**src/gmcp_pkg.sv**
```systemverilog
// gmcp_pkg: shared types and constants of the grid min-cost-path block
// no dependencies; imported by gmcp_pos, gmcp_step, the top level and the bench
`default_nettype none

package gmcp_pkg;

	// configuration register width and index codes
	localparam int REG_BITS     = 9;
	localparam int REG_IDX_BITS = 1;
	localparam logic [REG_IDX_BITS-1:0] REG_ROWS = 1'd0;
	localparam logic [REG_IDX_BITS-1:0] REG_COLS = 1'd1;

	// default sizes
	localparam int DEF_MAX_ROWS  = 256;
	localparam int DEF_MAX_COLS  = 256;
	localparam int DEF_COST_BITS = 16;

	// where a cell sits in the grid
	typedef struct packed {
		logic row0;   // cell lies in the top row
		logic col0;   // cell lies in the left column
		logic last;   // bottom-right cell, closes the grid
	} cell_flags_t;

endpackage

`default_nettype wire

```
**src/gmcp_pos.sv**
```systemverilog
// gmcp_pos: grid size registers and row/column position of the next cell
// depends on gmcp_pkg
`default_nettype none

module gmcp_pos
	import gmcp_pkg::*;
#(
	parameter int MAX_ROWS = DEF_MAX_ROWS,
	parameter int MAX_COLS = DEF_MAX_COLS,
	localparam int ROW_W = (MAX_ROWS > 1) ? $clog2(MAX_ROWS) : 1,
	localparam int COL_W = (MAX_COLS > 1) ? $clog2(MAX_COLS) : 1
) (
	input  wire logic                    clk,
	input  wire logic                    arst_n,
	input  wire logic                    cfg_we,
	input  wire logic [REG_IDX_BITS-1:0] cfg_index,
	input  wire logic [REG_BITS-1:0]     cfg_data,
	input  wire logic                    accept,
	output logic      [COL_W-1:0]        col,
	output cell_flags_t                  flags
);

	localparam int RW = (ROW_W > REG_BITS) ? ROW_W : REG_BITS;
	localparam int CW = (COL_W > REG_BITS) ? COL_W : REG_BITS;
	localparam logic [RW-1:0] ROW_LIM = RW'(MAX_ROWS - 1);
	localparam logic [CW-1:0] COL_LIM = CW'(MAX_COLS - 1);

	logic [RW-1:0]    rows_m1_q, rows_m1_d;
	logic [CW-1:0]    cols_m1_q, cols_m1_d;
	logic [ROW_W-1:0] row_q;
	logic [COL_W-1:0] col_q;
	logic             last_row, last_col;

	// clamp written sizes: zero acts as one, above max acts as max
	always_comb begin
		if (cfg_data == '0) begin
			rows_m1_d = '0;
		end else if (RW'(cfg_data) - RW'(1) > ROW_LIM) begin
			rows_m1_d = ROW_LIM;
		end else begin
			rows_m1_d = RW'(cfg_data) - RW'(1);
		end
	end

	always_comb begin
		if (cfg_data == '0) begin
			cols_m1_d = '0;
		end else if (CW'(cfg_data) - CW'(1) > COL_LIM) begin
			cols_m1_d = COL_LIM;
		end else begin
			cols_m1_d = CW'(cfg_data) - CW'(1);
		end
	end

	assign last_row = (RW'(row_q) == rows_m1_q);
	assign last_col = (CW'(col_q) == cols_m1_q);

	// size registers; any write restarts the grid
	always_ff @(posedge clk or negedge arst_n) begin
		if (!arst_n) begin
			rows_m1_q <= '0;
			cols_m1_q <= '0;
		end else if (cfg_we) begin
			unique case (cfg_index)
				REG_ROWS: rows_m1_q <= rows_m1_d;
				REG_COLS: cols_m1_q <= cols_m1_d;
				default:  rows_m1_q <= rows_m1_q;
			endcase
		end
	end

	// position of the next cell, row-major walk
	always_ff @(posedge clk or negedge arst_n) begin
		if (!arst_n) begin
			row_q <= '0;
			col_q <= '0;
		end else if (cfg_we) begin
			row_q <= '0;
			col_q <= '0;
		end else if (accept) begin
			if (last_col && last_row) begin
				row_q <= '0;
				col_q <= '0;
			end else if (last_col) begin
				row_q <= row_q + 1'b1;
				col_q <= '0;
			end else begin
				col_q <= col_q + 1'b1;
			end
		end
	end

	assign col        = col_q;
	assign flags.row0 = (row_q == '0);
	assign flags.col0 = (col_q == '0);
	assign flags.last = last_row && last_col;

`ifndef SYNTHESIS
	// column never passes the configured width
	a_col_range: assert property (@(posedge clk) disable iff (!arst_n)
		CW'(col_q) <= cols_m1_q)
		else $error("column position beyond configured width");

	// row never passes the configured height
	a_row_range: assert property (@(posedge clk) disable iff (!arst_n)
		RW'(row_q) <= rows_m1_q)
		else $error("row position beyond configured height");

	// the closing cell returns the walk to the top-left corner
	a_wrap: assert property (@(posedge clk) disable iff (!arst_n)
		accept && flags.last |=> row_q == '0 && col_q == '0)
		else $error("position did not restart after last cell");

	// end of a row steps down one row and back to column zero
	a_next_row: assert property (@(posedge clk) disable iff (!arst_n)
		accept && !cfg_we && last_col && !last_row
		|=> col_q == '0 && row_q == $past(row_q) + 1'b1)
		else $error("bad step to next row");
`endif

endmodule

`default_nettype wire

```
**config.mk**
```make
export PLATFORM = sky130hd
export DESIGN_NAME = gmcp_pos
export DESIGN_NICKNAME = d
export VERILOG_FILES = /design/src/gmcp_pkg.sv /design/src/gmcp_pos.sv
export SDC_FILE = /design/constraint.sdc
export NUM_CORES = 1
export LEC_CHECK = 0
export ABC_AREA = 1
export BUFFER_PORTS_ARGS = -buffer_cell sky130_fd_sc_hd__buf_2
export CORE_ASPECT_RATIO = 0.6
export CORE_MARGIN = 8
export CORE_UTILIZATION = 50
export CTS_CLUSTER_DIAMETER = 30
export DETAILED_ROUTE_END_ITERATION = 10
export HOLD_SLACK_MARGIN = 0.12
export PLACE_DENSITY = 0.67
export SYNTH_ARGS = -nofsm -noshare
export SYNTH_HDL_FRONTEND = slang
export SYNTH_SLANG_ARGS = --single-unit
```
**constraint.sdc**
```tcl
create_clock -name clk -period 1.7 [get_ports clk]
set_clock_uncertainty 0.05 [all_clocks]
set_input_delay 0.34 -clock clk [delete_from_list [all_inputs] [get_ports clk]]
set_output_delay 0.34 -clock clk [all_outputs]
set_load 0.02 [all_outputs]
```
Word-level counts from Yosys, hierarchy flattened. Index checks and enable logic that the tools add are counted.

Register bits: 34. Input port bits: 14. Output and inout bits: 11. Word-level logic and storage cells: 30.

Add/sub/neg operators: 3. $lt $le $gt $ge: 1. Equality and inequality tests: 2. Multiplexer cells: 10. Bitwise logic cells: 1. Reductions and logical operators: 9.

Operator list (count): $mux W8 (8); $eq A8 B9 Y1 (2); $mux W9 (2); $add A8 B1 Y8 const B (2); $logic_not A8 Y1 (2); $gt A9 B8 Y1 const B (1); $logic_not A9 Y1 (1); $sub A9 B1 Y9 const B (1); $reduce_and A2 Y1 (3); $reduce_bool A3 Y1 (1); $reduce_bool A2 Y1 (1); $logic_and A1 B1 Y1 (1); $not A1 Y1 (1).

Logic depth before layout (Yosys ltp).
Depth in word-level cells: 5. Depth in mapped cells: 11.

Worst setup path before layout. Ideal clock, no wire load.

Kind: reg-to-output. Start: register col_q[0] (netlist: col[0]). End: output port flags[1] (netlist name). Data arrival time: 1.398 ns. Path slack: -0.088 ns. Stages on the path, launching flop included: 5. Path buffers: 0. Cells stage by stage: dfrtp_1 -> inv_1 -> ha_1 -> nand2_1 -> nor4_1.

RTL lines: from (decl) (RTL line gmcp_pos.sv:31) `logic [COL_W-1:0] col_q;`; from (signal assigned) (RTL line gmcp_pos.sv:88) `col_q <= col_q + 1'b1;`; to (decl) (RTL line gmcp_pos.sv:20) `output cell_flags_t flags`.

==> impl_results.md <==
* Worst path required time at about 1.3 ns
* Average cell area after synthesis at 7.08 um^2
* Input/output buffers at 24
* Net count of the mapped netlist at 323
* RR Startpoint: row_q[0]
* Post-synthesis cell area at 2150 um^2
* Clock latency on the worst-skew pair at 0.28 ns
* Setup violators final at 3
* Vias in the first global route at about 2100
* HP Start: accept
* GRT overflow at 0
* Worst-path clk slew at 0.07 ns
* Status: complete, but fails checks
* Layout Area Growth over Synthesis at 29.5%
* Post-DP HPWL at 4.49 mm
* CTS Buffer Depth at 2
* Max stage delay on crit path at 0.40 ns
* Worst Path Max Fanout at 4
* Crit path kind: reg2out
* Die Y-Extent at around 67 um
* First-pass GRT wire length at ~10 mm
* Sw Share at 30.7%
* Max Cap Violations at 0
* Nets@finish at 386
* TritonCTS clock tree: yes
* P_leak at 1.46 nW
* Chip width at 101 um
* Finished Layout Cells at 428
* Io pins at 25
* Measured slew at the worst slew-check pin at 0.421 ns
* Fillers at 369
* DR WL/cell at 13.8 um
* Crit path from: row_q[0]
* Initial antenna violation count at 0
* Antenna cells at 0
* Clock root buffer: clkbuf_8
* Initial DRT Pass Iterations at 5
* F_max at 0.513 GHz
* PD cells at 737 nW/um^2
* Hold_ws at approximately 0.29 ns
* Largest net degree at the start of global routing at 20
* Fin crit share at 115%
* Crit-path slowest cell: dfrtp_1
* Post-route minimum period at 1.95 ns
* #FFs+latches synth at 34
* Final core utilization at approximately two thirds
* Post-synthesis sequential area ratio at between 30% and 40%
* Antenna Violating Nets Remaining at 0
* Die area at 6730 um^2
* TNS Setup at -0.428 ns
* Placed cell count at 412
* Slew Limit Fails at 0
* Total Routing Usage GR at 18.6%
* Via/cell ratio at ~5
* Sw power at 0.000631 W
* Failing checks: negative setup slack
* Share of cells above drive strength 1 at 26.9%
* Sequential Power Share at 45.4%
* Max-slew headroom at around 72%
* VDD IR max at approximately 0.00055 V
* Power share of the combinational group at 25.0%
* Core Rows at 18
* Clock Power Share at 29.6%
* Core Region at a little over 4000 um^2
* 1st-iter DRT viols at 197
* Starting Density at 52.2%
* Startpoint type of the worst setup path: flop
* Crit path buf inv count at 3
* Synth Instances at a little over 300
* H-Tree Depth at 2
* Vias at between 2000 and 2500
* DRC Markers at 0
* CTS Buf Count at 5
* Setup slack after layout at -0.250 ns
* Worst min-delay path class: in2reg
* # clock sinks at 34
* Routability Congestion at 0.888
* Endpoints failing hold at 0
* Int Pwr at 0.00142 W
* Yosys warns at 0
* Worst path cell trace: inv_2 -> nand2_1 -> o21ai_0 -> nor2_1 -> nand3_1 -> nor2_1 -> nand2_2 -> inv_2 -> buf_6
* Crit. End Element: primary output
* CP arrival at roughly 1.6 ns
* Total Wirelength at 5.89 mm
* RSZ-0062 raised after global routing: yes
* Yosys cell types at 29
* Largest delay share family, worst path: simple AND/OR/NAND/NOR gates
[per-layer routing]
layer	global-route usage, %	share of wire, %
met1	26.5	50
met2	27.0	42
met3	5.30	6.4
met4	3.74	0.90
met5	0	0
[layout make-up]
class	count	area [um^2]	area share (%)
clock inverter	1	5.00	0.180
sequential	34	851	30.5
tap	60	75.1	2.70
multi-input combinational	221	1160	41.7
clock buffer	7	86.3	3.10
timing repair buffer	61	440	15.8
inverter	44	165	5.93
[flip-flops by register name, summed over array words and instances (netlist names)]
signal     flops
col            8
cols_m1_q      9
rows_m1_q      9
row_q          8
[what timing repair did]
action	in CTS	in global routing
buffers inserted	6	2
endpoints found under the hold margin	15	0
pin swaps	4	5
setup endpoints to repair	3	16
hold buffers	1	0
resized for setup	8	17
[logic make-up after synthesis]
family | Yosys count | synth area share [%]
XOR/XNOR | 13 | 5.29
buffers and inverters | 49 | 9.19
AO/OA/AOI/OAI | 27 | 6.98
AND/OR/NAND/NOR | 176 | 36.1
adder cells (fa/ha/maj) | 5 | 2.91
flip-flops | 34 | 39.6
[cells in the final DEF (no fill, tap or decap), types with 6 or more instances in the layout]
master and instances:
buf_2 21, buf_4 35, clkbuf_8 6, dfrtp_1 34
inv_1 36, inv_2 7, nand2_1 79, nand2_2 10
nand3_1 38, nor2_1 29, o21ai_0 12, xor2_1 9
[stage by stage]
stage / total power [W] / worst slack, ns / cell area [um^2]
after floorplan: 0.00121 / 0.00259 / 2160
after global placement: 0.00137 / -0.00993 / 2570
after detailed placement: 0.00138 / -0.0263 / 2570
after CTS: 0.00202 / -0.212 / 2730
after global routing: 0.00218 / -0.336 / 2790
final: 0.00205 / -0.250 / 2790
[final timing paths]
check | endpoint | slack, ns | depth (start not counted)
worst min-delay path | col[1] | 0.29 | 3
max in group asynchronous | rows_m1_q[7] | 0.69 | 3
min in group asynchronous | cols_m1_q[6] | 0.46 | 2
worst max-delay path | flags[0] | -0.25 | 9
worst min register to register | cols_m1_q[8] | 0.45 | 2
worst max register to register | row_q[7] | 0.02 | 9
[power groups by stage]
stage	clock network [W]	registers, W	logic [W]
after global routing	0.000664	0.000939	0.000577
final	0.000608	0.000932	0.000514
after detailed placement	0	0.000948	0.000436
after floorplan	0	0.000940	0.000271
after CTS	0.000621	0.000928	0.000472
after global placement	0	0.000946	0.000426
[worst min-delay path, cell delays in order]
cell and delay (ns):
buf_2 0.10, nand3_1 0.08, o21ai_0 0.07
[synthesized netlist by cell type]
master     n  area share [%]
a21oi_1    4            0.93
buf_2      2            0.47
buf_4      1            0.35
buf_6      1            0.52
clkbuf_1   1            0.17
clkinv_1   1            0.17
dfrtp_1   34              40
ha_1       5             2.9
inv_1     42             7.3
inv_2      1            0.17
nand2_1   87              15
nand2_2    2            0.58
nand3_1   39             9.1
nand3b_1   4             1.4
nand4_1    4             1.2
nor2_1    30             5.2
nor2_2     1            0.29
nor2_4     1            0.52
nor3_1     3            0.70
nor3_4     1            0.76
nor4_1     2            0.58
o21a_1     1            0.35
o21ai_0   12             2.8
o21ai_1    6             1.4
o21ai_2    3             1.2
o22ai_1    1            0.29
or2_2      2            0.58
xnor2_1    4             1.6
xor2_1     9             3.7
Power figures use the tool's default switching activity.
