File: src/gmcp_pkg.sv
// gmcp_pkg: shared types and constants of the grid min-cost-path block
// no dependencies; imported by gmcp_pos, gmcp_step, the top level and the bench
`default_nettype none

package gmcp_pkg;

	// configuration register width and index codes
	localparam int REG_BITS     = 9;
	localparam int REG_IDX_BITS = 1;
	localparam logic [REG_IDX_BITS-1:0] REG_ROWS = 1'd0;
	localparam logic [REG_IDX_BITS-1:0] REG_COLS = 1'd1;

	// default sizes
	localparam int DEF_MAX_ROWS  = 256;
	localparam int DEF_MAX_COLS  = 256;
	localparam int DEF_COST_BITS = 16;

	// where a cell sits in the grid
	typedef struct packed {
		logic row0;   // cell lies in the top row
		logic col0;   // cell lies in the left column
		logic last;   // bottom-right cell, closes the grid
	} cell_flags_t;

endpackage

`default_nettype wire

File: src/gmcp_step.sv
// gmcp_step: cell stage register, min-of-neighbors plus cost, left/diagonal
// registers and result register; depends on gmcp_pkg, drives the line buffer
`default_nettype none

module gmcp_step
	import gmcp_pkg::*;
#(
	parameter int COST_BITS = DEF_COST_BITS,
	parameter int PATH_BITS = 25,
	parameter int ADDR_W    = 8
) (
	input  wire logic                 clk,
	input  wire logic                 arst_n,
	input  wire logic                 accept,
	input  wire logic [COST_BITS-1:0] cost,
	input  wire logic [ADDR_W-1:0]    col,
	input  wire cell_flags_t          flags,
	output logic                      stage_free,
	// line buffer ports
	input  wire logic [PATH_BITS-1:0] rdata,
	output logic                      we,
	output logic      [ADDR_W-1:0]    waddr,
	output logic      [PATH_BITS-1:0] wdata,
	// result word
	output logic                      res_valid,
	input  wire logic                 res_ready,
	output logic      [PATH_BITS-1:0] res_cost
);

	logic                 valid_s1;
	logic [COST_BITS-1:0] cost_s1;
	logic [ADDR_W-1:0]    col_s1;
	cell_flags_t          flags_s1;
	logic                 byp_s1;
	logic [PATH_BITS-1:0] bypd_s1;

	logic [PATH_BITS-1:0] left_q, diag_q;
	logic                 out_valid_q;
	logic [PATH_BITS-1:0] out_cost_q;

	logic                 adv;
	logic [PATH_BITS-1:0] above, prev, best;
	logic [PATH_BITS:0]   sum;

	// stage moves on unless a closing cell meets a blocked result register
	assign adv        = valid_s1 && (!flags_s1.last || !out_valid_q || res_ready);
	assign stage_free = !valid_s1 || adv;

	// cell stage; catches a line buffer write to the address being read
	always_ff @(posedge clk or negedge arst_n) begin
		if (!arst_n) begin
			valid_s1 <= 1'b0;
		end else if (accept) begin
			valid_s1 <= 1'b1;
		end else if (adv) begin
			valid_s1 <= 1'b0;
		end
	end

	always_ff @(posedge clk) begin
		if (accept) begin
			cost_s1  <= cost;
			col_s1   <= col;
			flags_s1 <= flags;
			byp_s1   <= we && (waddr == col);
			bypd_s1  <= wdata;
		end
	end

	// best of the three neighbors
	always_comb begin
		above = byp_s1 ? bypd_s1 : rdata;
		if (flags_s1.row0 && flags_s1.col0) begin
			prev = '0;
		end else if (flags_s1.row0) begin
			prev = left_q;
		end else if (flags_s1.col0) begin
			prev = above;
		end else begin
			prev = (above < left_q) ? above : left_q;
			if (diag_q < prev) begin
				prev = diag_q;
			end
		end
	end

	// add cell cost, saturating
	assign sum  = {1'b0, prev} + (PATH_BITS + 1)'(cost_s1);
	assign best = sum[PATH_BITS] ? '1 : sum[PATH_BITS-1:0];

	assign we    = adv;
	assign waddr = col_s1;
	assign wdata = best;

	// left and diagonal neighbors for the next cell
	always_ff @(posedge clk or negedge arst_n) begin
		if (!arst_n) begin
			left_q <= '0;
			diag_q <= '0;
		end else if (adv) begin
			left_q <= best;
			diag_q <= above;
		end
	end

	// result register
	always_ff @(posedge clk or negedge arst_n) begin
		if (!arst_n) begin
			out_valid_q <= 1'b0;
		end else if (adv && flags_s1.last) begin
			out_valid_q <= 1'b1;
		end else if (res_ready) begin
			out_valid_q <= 1'b0;
		end
	end

	always_ff @(posedge clk) begin
		if (adv && flags_s1.last) begin
			out_cost_q <= best;
		end
	end

	assign res_valid = out_valid_q;
	assign res_cost  = out_cost_q;

`ifndef SYNTHESIS
	// a closing cell always produces a result word next cycle
	a_emit: assert property (@(posedge clk) disable iff (!arst_n)
		adv && flags_s1.last |=> out_valid_q)
		else $error("closing cell did not raise a result");

	// a result word only follows a closing cell or an unread result
	a_no_stray: assert property (@(posedge clk) disable iff (!arst_n)
		$rose(out_valid_q) |-> $past(adv && flags_s1.last))
		else $error("result raised without a closing cell");

	// a stalled cell keeps its line buffer write back
	a_stall_no_write: assert property (@(posedge clk) disable iff (!arst_n)
		valid_s1 && !adv |-> !we)
		else $error("line buffer written by a stalled cell");
`endif

endmodule

`default_nettype wire

File: config.mk
export PLATFORM = sky130hd
export DESIGN_NAME = gmcp_step
export DESIGN_NICKNAME = d
export VERILOG_FILES = /design/src/gmcp_pkg.sv /design/src/gmcp_step.sv
export SDC_FILE = /design/constraint.sdc
export NUM_CORES = 1
export LEC_CHECK = 0
export ABC_AREA = 0
export CAP_MARGIN = 20
export CELL_PAD_IN_SITES_DETAIL_PLACEMENT = 1
export CELL_PAD_IN_SITES_GLOBAL_PLACEMENT = 2
export CORE_MARGIN = 8
export CORE_UTILIZATION = 40
export DETAILED_ROUTE_END_ITERATION = 8
export DONT_BUFFER_PORTS = 1
export PLACE_DENSITY_LB_ADDON = 0.1
export SYNTH_ARGS = -nofsm -noshare
export SYNTH_HDL_FRONTEND = slang
export SYNTH_SLANG_ARGS = --single-unit
File: constraint.sdc
create_clock -name clk -period 13 [get_ports clk]
set_input_delay 1.3 -clock clk [delete_from_list [all_inputs] [get_ports clk]]
set_output_delay 1.3 -clock clk [all_outputs]
set_load 0.005 [all_outputs]
# Word level (Yosys, flattened, before mapping)
# Index checks and enable logic that the tools add are counted.
# word_totals
wordCells,39
input_bits,56
ff_bits,130
output_inout_bits,61
# classes
reduce_logical,12
mux,11
addsub,1
n_eq_ne,1
n_lt_le_gt_ge,2
# op_table
cell,count
25-bit 2-to-1 mux,7
25-bit < comparator,2
25-bit by 16-bit adder with 26-bit output,1
8-bit equality test,1
1-bit logical AND,4
1-bit 2-to-1 mux,4
2-bit nonzero test,2
1-bit logical NOT,3
1-bit logical OR,3

# Longest topological paths before layout
# Gate-level depths: netlist of run 1.
# depth
depth_word,10
depth_mapped,41
ltp_nobuf,34

# Worst setup path before layout of run 1
# OpenSTA, ideal clock, no wires.
# synth_path
path_kind,reg-to-output
start,register byp_s1
end,output wdata[24]
path_slack_ns,3.423
path_stages_with_launch,40
path_buffers,8
arrival_time_ns,8.277
t_required_ns,11.700
cell_sequence,edfxtp_1 > buf_6 > clkbuf_1 > buf_1 > mux2i_1 > inv_1 > ha_1 > a211oi_1 > nor2_1 > or4_4 > and4_4 > nor2_2 > buf_2 > clkbuf_1 > clkbuf_1 > o21ai_0 > ha_1 > a211oi_1 > [4 not listed] > o31ai_4 > buf_6 > clkbuf_1 > nand2_1 > o21ai_0 > mux2i_1 > o22ai_1 > ha_1 > a211oi_1 > o21ai_0 > a21o_1 > o211ai_1 > o21bai_1 > a21o_1 > a21oi_1 > nor2_1 > nor4b_1 > nor2_1
# synth_between
elab_chain_len,10
# synth_rtl
element,line_no,text
from (decl),gmcp_step.sv:34,logic byp_s1;
from (signal assigned),gmcp_step.sv:65,byp_s1 <= we && (waddr == col);
25-bit 2-to-1 mux *,gmcp_step.sv:72,above = byp_s1 ? bypd_s1 : rdata;
via above[2],gmcp_step.sv:42,"logic [PATH_BITS-1:0] above, prev, best;"
25-bit < comparator,gmcp_step.sv:80,prev = (above < left_q) ? above : left_q;
25-bit 2-to-1 mux,gmcp_step.sv:80,
25-bit < comparator,gmcp_step.sv:81,if (diag_q < prev) begin
25-bit 2-to-1 mux,gmcp_step.sv:81,
25-bit 2-to-1 mux *,gmcp_step.sv:77,end else if (flags_s1.col0) begin
25-bit 2-to-1 mux *,gmcp_step.sv:75,end else if (flags_s1.row0) begin
25-bit 2-to-1 mux *,gmcp_step.sv:73,if (flags_s1.row0 && flags_s1.col0) begin
25-bit by 16-bit adder with 26-bit output *,gmcp_step.sv:88,"assign sum = {1'b0, prev} + (PATH_BITS + 1)'(cost_s1);"
25-bit 2-to-1 mux *,gmcp_step.sv:89,assign best = sum[PATH_BITS] ? '1 : sum[PATH_BITS-1:0];
to (decl),gmcp_step.sv:23,"output logic [PATH_BITS-1:0] wdata,"
# Mark *: on every way through the listed nets, which the timed path passes. The rest lies on a longest branch.

# Worst setup path after layout of run 1
# layout_path
start,register byp_s1
end,output wdata[7]
# The elaborated chain is that of the path after synthesis.

==> summary.txt, run 1 <==
Floorplan
  • Die area: 0.0248 mm^2
  • Width of the die: 158 um
  • Starting Density: 0.409
  • Core ar.: 0.0196 mm^2
  • Die Y: 158 um
  • Io pins: 117
  • Site row count: 51

Flow run
  • Max-cap violations: 0

Synth
  • Synthesized Nets: 931
  • Sequential share of the synthesized area: 0.455
  • Number of flops mapped to enable cells by yosys: 78
  • Synth Area per Inst: 9.89 um^2
  • Yosys cell types: 64
  • Syn Std Cell Area: 0.00801 mm^2
  • Dominant cell type by area after synthesis: edfxtp_1
  • Prevailing post-synth register cell: edfxtp_1
  • Share of Yosys cell area claimed by the top area cell type: 0.292
  • Fraction of registers with async set/reset: 0.400
  • Yosys reg bits: 130
  • Warnings from Yosys: 0
  • Ranking of synthesized cells by area: edfxtp_1 29%, dfrtp_1 16%, ha_1 10%
  • Synth Instances: 810

Placed design
  • Cell area after placement: 0.00826 mm^2
  • Buffers on Ports: 0
  • Hpwl dp: 17300 um
  • Final RePlAce weighted congestion: 0.799

Detailed routing
  • Initial drt markers: 303
  • Drt via density: 5.73
  • Via count: 6192
  • Avg WL per Cell: 22.4 um
  • Drt total wl: 24200 um
  • Routed Antenna Nets: 0
  • DRC errors left: 0
  • Router iterations before antenna repair: 4

Pwr
  • Leakage power: 0.00376 uW
  • Total Power: 2120 uW
  • Maximum VDD drop: 0.132 mV
  • PwrDens: 239 mW/mm^2

Critical path
  • Crit path launch type: register
  • Delay-heaviest family, CP: simple AND/OR/NAND/NOR gates
  • Buffers & Inverters on Critical Path: 4
  • Worst Setup End Kind: output pin
  • CP max-delay cell: nand2_2
  • Crit path top cell by count: o21ai_0
  • Worst stage delay on the critical path: 740 ps
  • Worst Path Required: 11700 ps
  • Max Fanout on Critical Path: 44
  • Arr. time, crit path: 9710 ps
  • Critical Setup Path Class: reg -> out

STA
  • Final period util: 0.847
  • Worst Tran Pin Value: 974 ps
  • Worst Clk Skew: 14.8 ps
  • Final Hold Fails: 0
  • Endpoints failing setup: 0
  • Slew Viols, Final: 0
  • Tmin final: 11010 ps
  • Rel. slew slack: 0.348
  • Unrepaired setup endpoints after global routing: false
  • Final worst hold slack: 513 ps
  • Post-Route Setup TNS: 0 ps
  • Fmax: 90.8 MHz

CTS
  • CTS buffer count: 17
  • CTS root buf: clkbuf_16
  • Clock Tree Buf Depth: 2
  • H-tree depth: 4
  • Post CTS Setup Buffer Count: 0
  • Hold_buf cts: 0
  • Worst skew pair latency: 430 ps
  • Post-CTS sizing: 0
  • Clk sinks: 130
  • TritonCTS clock tree: built
  • Worst-path clk slew: 60 ps

Min path
  • HP Class: reg -> reg

Global route
  • All-Layer GR Usage: 0.204
  • Initial antenna violation count: 0
  • First-pass GRT wire length: 38800 um
  • Gr ovfl total: 0
  • Largest net degree at the start of global routing: 57
  • Vias in the first global route: 6812

Finish
  • Area Overhead vs Synth: 10.6%
  • N_diodes: 0
  • Nets@finish: 924
  • # fillers: 2207
  • Design area: 0.00886 mm^2
  • Share of cells above drive strength 1: 0.0858

Outcome
  • Status: complete, no violations
## layout by cell type, fill, tap and decap left out, types with 7 or more instances in the layout
cell	instances
o22ai_1	18
dfrtp_1	52
nand2_1	107
mux2i_1	46
nor2_1	49
inv_1	55
edfxtp_1	78
a21oi_1	37
o21ai_0	80
buf_4	8
nand4_1	13
nand3_1	16
o211ai_1	12
ha_1	64
a31oi_1	24
xor2_1	11
xnor2_1	17
clkbuf_16	17
nor3_1	7
## cells by family (layout without fill, tap and decap cells)
kind of cell | count (synthesis) | in the layout | share of synthesized area
compound gates | 212 | 212 | 0.163
xor+xnor | 28 | 28 | 0.0306
fa+ha+maj | 65 | 65 | 0.102
buf+inv | 92 | 98 | 0.0461
flops | 130 | 130 | 0.455
mux | 53 | 53 | 0.0681
simple gates | 230 | 230 | 0.135
## Yosys cell counts (all sizes together), types with 8 or more instances
library cell  number
o211ai            13
a21oi             38
o22ai             20
mux2i             47
xnor2             17
nand2            108
buf               14
inv               56
nand3             16
nand4             14
xor2              11
edfxtp            78
nor3               8
dfrtp             52
o21ai             80
a31oi             24
clkbuf            22
ha                64
nor2              50
## worst register-to-register path, delay by kind of cell, from the launching register on
| kind | cells | cell delay (ps) |
|---|---|---|
| AO/OA/AOI/OAI | 14 | 3050 |
| buffers and inverters | 4 | 1100 |
| AND/OR/NAND/NOR | 10 | 3300 |
| multiplexers | 2 | 580 |
| flip-flops | 1 | 320 |
| adder cells (fa/ha/maj) | 3 | 920 |
## registers in the layout (all words and copies together) (netlist names)
| register | flops |
|---|---|
| byp_s1 | 1 |
| waddr | 8 |
| bypd_s1 | 25 |
| cost_s1 | 16 |
| valid_s1 | 1 |
| flags_s1 | 3 |
| left_q | 25 |
| res_valid | 1 |
| diag_q | 25 |
| res_cost | 25 |
## stage by stage
| stage | cells | utilization | setup WS (ps) |
|---|---|---|---|
| finish | 1081 | 0.452 | 1990 |
| global route | 1081 | 0.452 | 879 |
| CTS | 1080 | 0.451 | 1490 |
| detailed placement | 1048 | 0.422 | 1610 |
| global placement | 1047 | 0.421 | 1410 |
| floorplan | 810 | - | 3420 |
## layer usage
metal,vias up,wire (um),track usage
li1,2935,-,-
met1,3101,11100,0.259
met2,133,11600,0.338
met3,23,1160,0.0513
met4,0,338,0.0594
met5,-,0,0
## cell type report
class,count,area (um^2),share of cell area
multi-input cells,588,4000,0.452
well taps,265,332,0.0374
repair buffers,10,90.1,0.0102
clock inverters,15,158,0.0178
flip-flops and latches,130,3640,0.411
inverters,56,210,0.0237
clock buffers,17,425,0.0480
## where the power goes
| part | switching [uW] | total [uW] | leakage, uW | internal, uW |
|---|---|---|---|---|
| registers | 85.5 | 681 | 0.00137 | 596 |
| clock network | 199 | 482 | 0.000276 | 283 |
| logic | 605 | 957 | 0.00211 | 352 |
| total | 889 | 2120 | 0.00376 | 1230 |
## path summary, 6_finish.rpt
check                           start          to  slack, ps  cells after the start
min in group asynchronous      arst_n   left_q[8]        560                      0
setup reg to reg               byp_s1  bypd_s1[7]       3390                     33
hold / removal             left_q[23]  left_q[23]        510                      1
setup / recovery               byp_s1    wdata[7]       1990                     33
hold reg to reg            left_q[23]  left_q[23]        510                      1
max in group asynchronous      arst_n   left_q[0]      12330                      0
(Power assumes the default switching activity.)
==> run 2, diff against run 1 <==
--- a/config.mk
+++ b/config.mk
@@ -10,7 +10,7 @@
 export CELL_PAD_IN_SITES_DETAIL_PLACEMENT = 1
 export CELL_PAD_IN_SITES_GLOBAL_PLACEMENT = 2
 export CORE_MARGIN = 8
-export CORE_UTILIZATION = 40
+export CORE_UTILIZATION = 37
 export DETAILED_ROUTE_END_ITERATION = 8
 export DONT_BUFFER_PORTS = 1
 export PLACE_DENSITY_LB_ADDON = 0.1
==> constraint.sdc (replaced) <==
create_clock -name clk -period 9.6 [get_ports clk]
set_input_delay 0.96 -clock clk [delete_from_list [all_inputs] [get_ports clk]]
set_output_delay 0.96 -clock clk [all_outputs]
set_load 0.005 [all_outputs]
==> run 2 against run 1 <==
  * Utilization shrank 2.9 points
  * Combinational power grew 39%
  * Setup slack got worse by 1400 ps
  * Cell area is 2.9% higher
  * Clock skew decreased by 5.7 ps
  * Sequential share of layout area decreased by 1.2 points
  * Clock power increased by 38%
  * Total power up 38%
  * Critical path type unchanged
  * Largest power group unchanged
==> summary.txt, run 2 (synthesized netlist as in run 1, its figures left out) <==
Placed design
  • Hpwl dp: 17700 um
  • Cell total after placement: 1075
  • Final RePlAce weighted congestion: 0.827
  • Place WS: 223 ps
  • Buffers on Ports: 0

Finish
  • N_diodes: 0
  • # fillers: 2389
  • Area of the multi-input gates: 0.00413 mm^2
  • FF+latch area: 0.00364 mm^2
  • Most common cell after layout, fill and taps aside: nand2_1
  • Non-filler cells, final: 1107
  • Area Overhead vs Synth: 13.8%
  • Nets@finish: 935
  • Share of cells above drive strength 1: 0.126
  • Most frequent cells in the layout: 106 x nand2_1, 79 x o21ai_0, 78 x edfxtp_1, 63 x ha_1, 55 x inv_1

Global route
  • Vias in the first global route: 6864
  • Largest net degree at the start of global routing: 57
  • Initial antenna violation count: 0
  • Gr ovfl total: 0
  • All-Layer GR Usage: 0.190
  • First-pass GRT wire length: 39400 um

CTS
  • Hold_buf cts: 0
  • Clk sinks: 130
  • Clock Tree Buf Depth: 2
  • Worst-path clk slew: 70 ps
  • TritonCTS clock tree: built
  • H-tree depth: 4
  • CTS buffer count: 17
  • CTS root buf: clkbuf_16
  • Worst skew pair latency: 430 ps

STA
  • Fmax: 111 MHz
  • Final period util: 0.942
  • Worst Tran Pin Value: 945 ps
  • Worst Clk Skew: 9.12 ps
  • Final Hold Fails: 0
  • Final worst slack: 554 ps
  • Rel. slew slack: 0.369
  • Tmin final: 9050 ps
  • Final worst hold slack: 226 ps
  • Endpoints failing setup: 0
  • Slew Viols, Final: 0

Floorplan
  • Core ar.: 0.0216 mm^2
  • Starting Density: 0.372
  • Io pins: 117
  • Die Y: 163 um
  • Width of the die: 163 um
  • Site row count: 54
  • Die area: 0.0266 mm^2

Detailed routing
  • Drt total wl: 24500 um
  • DRC errors left: 0
  • Drt via density: 5.53
  • Via count: 6125
  • Avg WL per Cell: 22.1 um
  • Router iterations before antenna repair: 6
  • Routed Antenna Nets: 0
  • Initial drt markers: 296

Pwr
  • Maximum VDD drop: 0.114 mV
  • Total Power: 2930 uW
  • PwrDens: 321 mW/mm^2
  • Leakage power: 0.00385 uW

Flow run
  • Max-cap violations: 0

Outcome
  • Status: complete, no violations

Critical path
  • Worst Setup End Kind: output pin
  • Worst stage delay on the critical path: 580 ps
  • Arr. time, crit path: 8090 ps
  • Crit path launch type: register
  • Worst reg-to-reg path cell count: 34
  • Worst Path Required: 8640 ps
  • Critical Setup Path Class: reg -> out
  • Crit path top cell by count: o21ai_0
  • Max Fanout on Critical Path: 25
  • CP max-delay cell: or4_4

Min path
  • HP Class: in -> async
run 2: path summary, 6_finish.rpt:
path / start / endpoint / slack [ps]
setup / recovery: byp_s1 / wdata[7] / 550
hold / removal: arst_n / left_q[0] / 230
setup reg to reg: byp_s1 / res_cost[7] / 1660
hold reg to reg: diag_q[9] / diag_q[9] / 520
max in group asynchronous: arst_n / left_q[7] / 9260
min in group clk: diag_q[9] / diag_q[9] / 520
run 2: area by class of cell:
type,count,share of cell area
inverters,56,0.0231
clock buffers,17,0.0467
repair buffers,21,0.0217
clock inverters,15,0.0173
multi-input cells,588,0.453
flip-flops and latches,130,0.400
well taps,280,0.0384
run 2: per-layer routing:
layer / vias to the layer above / wire length [um] / GRT usage
li1: 2950 / - / -
met1: 3016 / 11700 / 0.256
met2: 137 / 11200 / 0.300
met3: 22 / 1240 / 0.0489
met4: 0 / 282 / 0.0475
met5: - / 0 / 0
run 2: metrics by stage:
step           area (um^2)   util  TNS (ps)
2_1_floorplan         8010      -         0
3_3_place_gp          8390  0.389         0
6_report              9120  0.423         0
5_1_grt               9120  0.423      -147
3_5_place_dp          8390  0.389         0
4_1_cts               8990  0.417         0
run 2: timing repair:
action / 4_1_cts / 5_1_grt
setup endpoints to repair: 18 / 25
resized for setup: 4 / 28
buffers inserted: 0 / 0
gates cloned: 0 / 0
run 2: critical path: cells and delay by family, from the launching register on:
kind,cells,cell delay (ps)
buf+inv,5,930
simple gates,10,2320
flops,1,400
mux,2,420
fa+ha+maj,3,950
compound gates,14,2560
run 2: where the power goes:
part / switching (uW) / leakage (uW) / internal [uW] / total (uW)
logic: 828 / 0.00220 / 507 / 1330
registers: 121 / 0.00137 / 806 / 927
clock network: 281 / 0.000276 / 385 / 666
==> run 3, diff against run 2 <==
--- a/config.mk
+++ b/config.mk
@@ -10,7 +10,7 @@
 export CELL_PAD_IN_SITES_DETAIL_PLACEMENT = 1
 export CELL_PAD_IN_SITES_GLOBAL_PLACEMENT = 2
 export CORE_MARGIN = 8
-export CORE_UTILIZATION = 37
+export CORE_UTILIZATION = 40
 export DETAILED_ROUTE_END_ITERATION = 8
 export DONT_BUFFER_PORTS = 1
 export PLACE_DENSITY_LB_ADDON = 0.1
==> constraint.sdc (replaced) <==
create_clock -name clk -period 11 [get_ports clk]
set_input_delay 1.1 -clock clk [delete_from_list [all_inputs] [get_ports clk]]
set_output_delay 1.1 -clock clk [all_outputs]
set_load 0.005 [all_outputs]
==> run 3 against run 2 <==
  * Critical path depth down 1
  * Combinational power down 16%
  * Non-clock buffer count down 9
  * Routed wire length down 1.9%
  * Sequential share of layout area up 0.97 points
  * Clock-buffer cell count unchanged
  * Die area down 6.8%
==> summary.txt, run 3 (synthesized netlist as in run 1, its figures left out) <==
Detailed routing
  • Router iterations before antenna repair: 4
  • DRC errors left: 0
  • Drt via density: 5.71
  • Initial drt markers: 267
  • Via count: 6188
  • Routed Antenna Nets: 0
  • Avg WL per Cell: 22.2 um
  • Drt total wl: 24000 um

Pwr
  • Leakage power: 0.00378 uW
  • PwrDens: 282 mW/mm^2
  • Net Sw Power: 1040 uW
  • Total Power: 2510 uW
  • Clock power frac: 0.235
  • Combinational Power Share: 0.444
  • Seq pwr share: 0.320
  • P_int: 1470 uW
  • Switching portion of total power: 0.414
  • Maximum VDD drop: 0.124 mV

Finish
  • FF+latch area: 0.00364 mm^2
  • Most common cell after layout, fill and taps aside: nand2_1
  • Area of the multi-input gates: 0.00401 mm^2
  • # fillers: 2191
  • Most frequent cells in the layout: 107 x nand2_1, 80 x o21ai_0, 78 x edfxtp_1, 64 x ha_1, 55 x inv_1
  • N_diodes: 0
  • Nets@finish: 926
  • Non-filler cells, final: 1083
  • Area Overhead vs Synth: 11.1%
  • Share of cells above drive strength 1: 0.0868

Critical path
  • Buffers & Inverters on Critical Path: 4
  • Arr. time, crit path: 8990 ps
  • CP max-delay cell: or4_4
  • Worst Setup End Kind: output pin
  • Worst r2r dst: bypd_s1[24]
  • Crit path launch type: register
  • Worst reg-to-reg path cell count: 33
  • Worst stage delay on the critical path: 590 ps
  • Max Fanout on Critical Path: 18
  • Critical path depth: 33
  • Flop2flop setup slack: 2150 ps
  • Critical Setup Path Class: reg -> out
  • Crit path top cell by count: o21ai_0
  • Critical path startpoint: byp_s1
  • Setup crit end: wdata[24]
  • Crit Reg-Reg Startpoint: byp_s1
  • Delay-heaviest family, CP: compound AO/OA/AOI/OAI gates
  • Worst Path Required: 9900 ps

Placed design
  • Final RePlAce weighted congestion: 0.852
  • Place WS: 700 ps
  • Cell total after placement: 1051
  • Hpwl dp: 17100 um
  • Buffers on Ports: 0

CTS
  • Clk sinks: 130
  • Clock Tree Buf Depth: 2
  • Worst skew pair latency: 420 ps
  • H-tree depth: 4
  • Worst-path clk slew: 60 ps
  • CTS buffer count: 17
  • CTS root buf: clkbuf_16
  • Post CTS Setup Buffer Count: 0
  • TritonCTS clock tree: built

STA
  • Worst Tran Pin Value: 803 ps
  • Rel. slew slack: 0.464
  • Post-Route Setup TNS: 0 ps
  • Worst Clk Skew: 7.31 ps
  • Final period util: 0.917
  • Unrepaired setup endpoints after global routing: false
  • Final Hold Fails: 0
  • Fmax: 99.1 MHz
  • Endpoints failing setup: 0
  • Final worst slack: 913 ps
  • Slew Viols, Final: 0
  • Tmin final: 10090 ps

Global route
  • All-Layer GR Usage: 0.202
  • Gr ovfl total: 0
  • Initial antenna violation count: 0
  • Largest net degree at the start of global routing: 57
  • Vias in the first global route: 6992
  • First-pass GRT wire length: 38700 um

Floorplan
  • Site row count: 51
  • Die area: 0.0248 mm^2
  • Core ar.: 0.0196 mm^2
  • Width of the die: 158 um
  • Io pins: 117
  • Starting Density: 0.409
  • Die Y: 158 um

Min path
  • HP Class: in -> async

Flow run
  • Max-cap violations: 0

Outcome
  • Status: complete, no violations
run 3: changes by cell type in the layout (fill, tap and decap cells not counted), sizes merged:
cell      previous run  this run
buf                 21        12
bufinv               2         3
clkinv               5         6
clkinvlp             4         3
inv                 60        59
run 3: final cells by class:
class	instances	area share
multi-input cells	588	0.450
flip-flops and latches	130	0.409
clock buffers	17	0.0478
well taps	265	0.0372
inverters	56	0.0236
clock inverters	15	0.0205
repair buffers	12	0.0115
run 3: how the worst min path moves through the flow:
stage,startpoint,end,slack [ps],cells after the start
detailed placement,left_q[23],left_q[23],500,1
global placement,left_q[23],left_q[23],490,1
floorplan,diag_q[0],diag_q[0],460,2
finish,arst_n,left_q[11],370,0
CTS,arst_n,left_q[11],350,0
global route,arst_n,left_q[20],350,0
run 3: repair_timing:
| action | 4_1_cts | 5_1_grt |
|---|---|---|
| hold buffers | 0 | 0 |
| resized for setup | 0 | 1 |
| endpoints found under the setup margin | 0 | 24 |
run 3: worst reg2reg max path, delay by kind of cell, from the launching register on:
family,cells,cell delay [ps]
and+or+nand+nor,9,2690
muxes,2,540
DFF,1,340
AOI/OAI and AO/OA,15,3260
adders and majority gates,3,910
buffers and inverters,4,840
run 3: metal layers:
layer	global-route usage	wire (um)
met1	0.251	10700
met5	0	0
met3	0.0488	1350
met4	0.0598	291
met2	0.341	11700
run 3: per-stage QoR:
stage | cell area [um^2] | util | hold WS (ps)
2_1_floorplan | 8010 | - | 463
3_3_place_gp | 8290 | 0.423 | 494
3_5_place_dp | 8290 | 0.423 | 501
4_1_cts | 8900 | 0.454 | 353
5_1_grt | 8900 | 0.454 | 345
6_report | 8900 | 0.454 | 369
run 3: power by group through the flow:
stage	Sequential, uW	Combinational [uW]	Clock [uW]
finish	805	1120	592
floorplan	773	831	0
detailed placement	814	1110	0
global route	823	1260	625
CTS	808	1130	606
global placement	812	1080	0
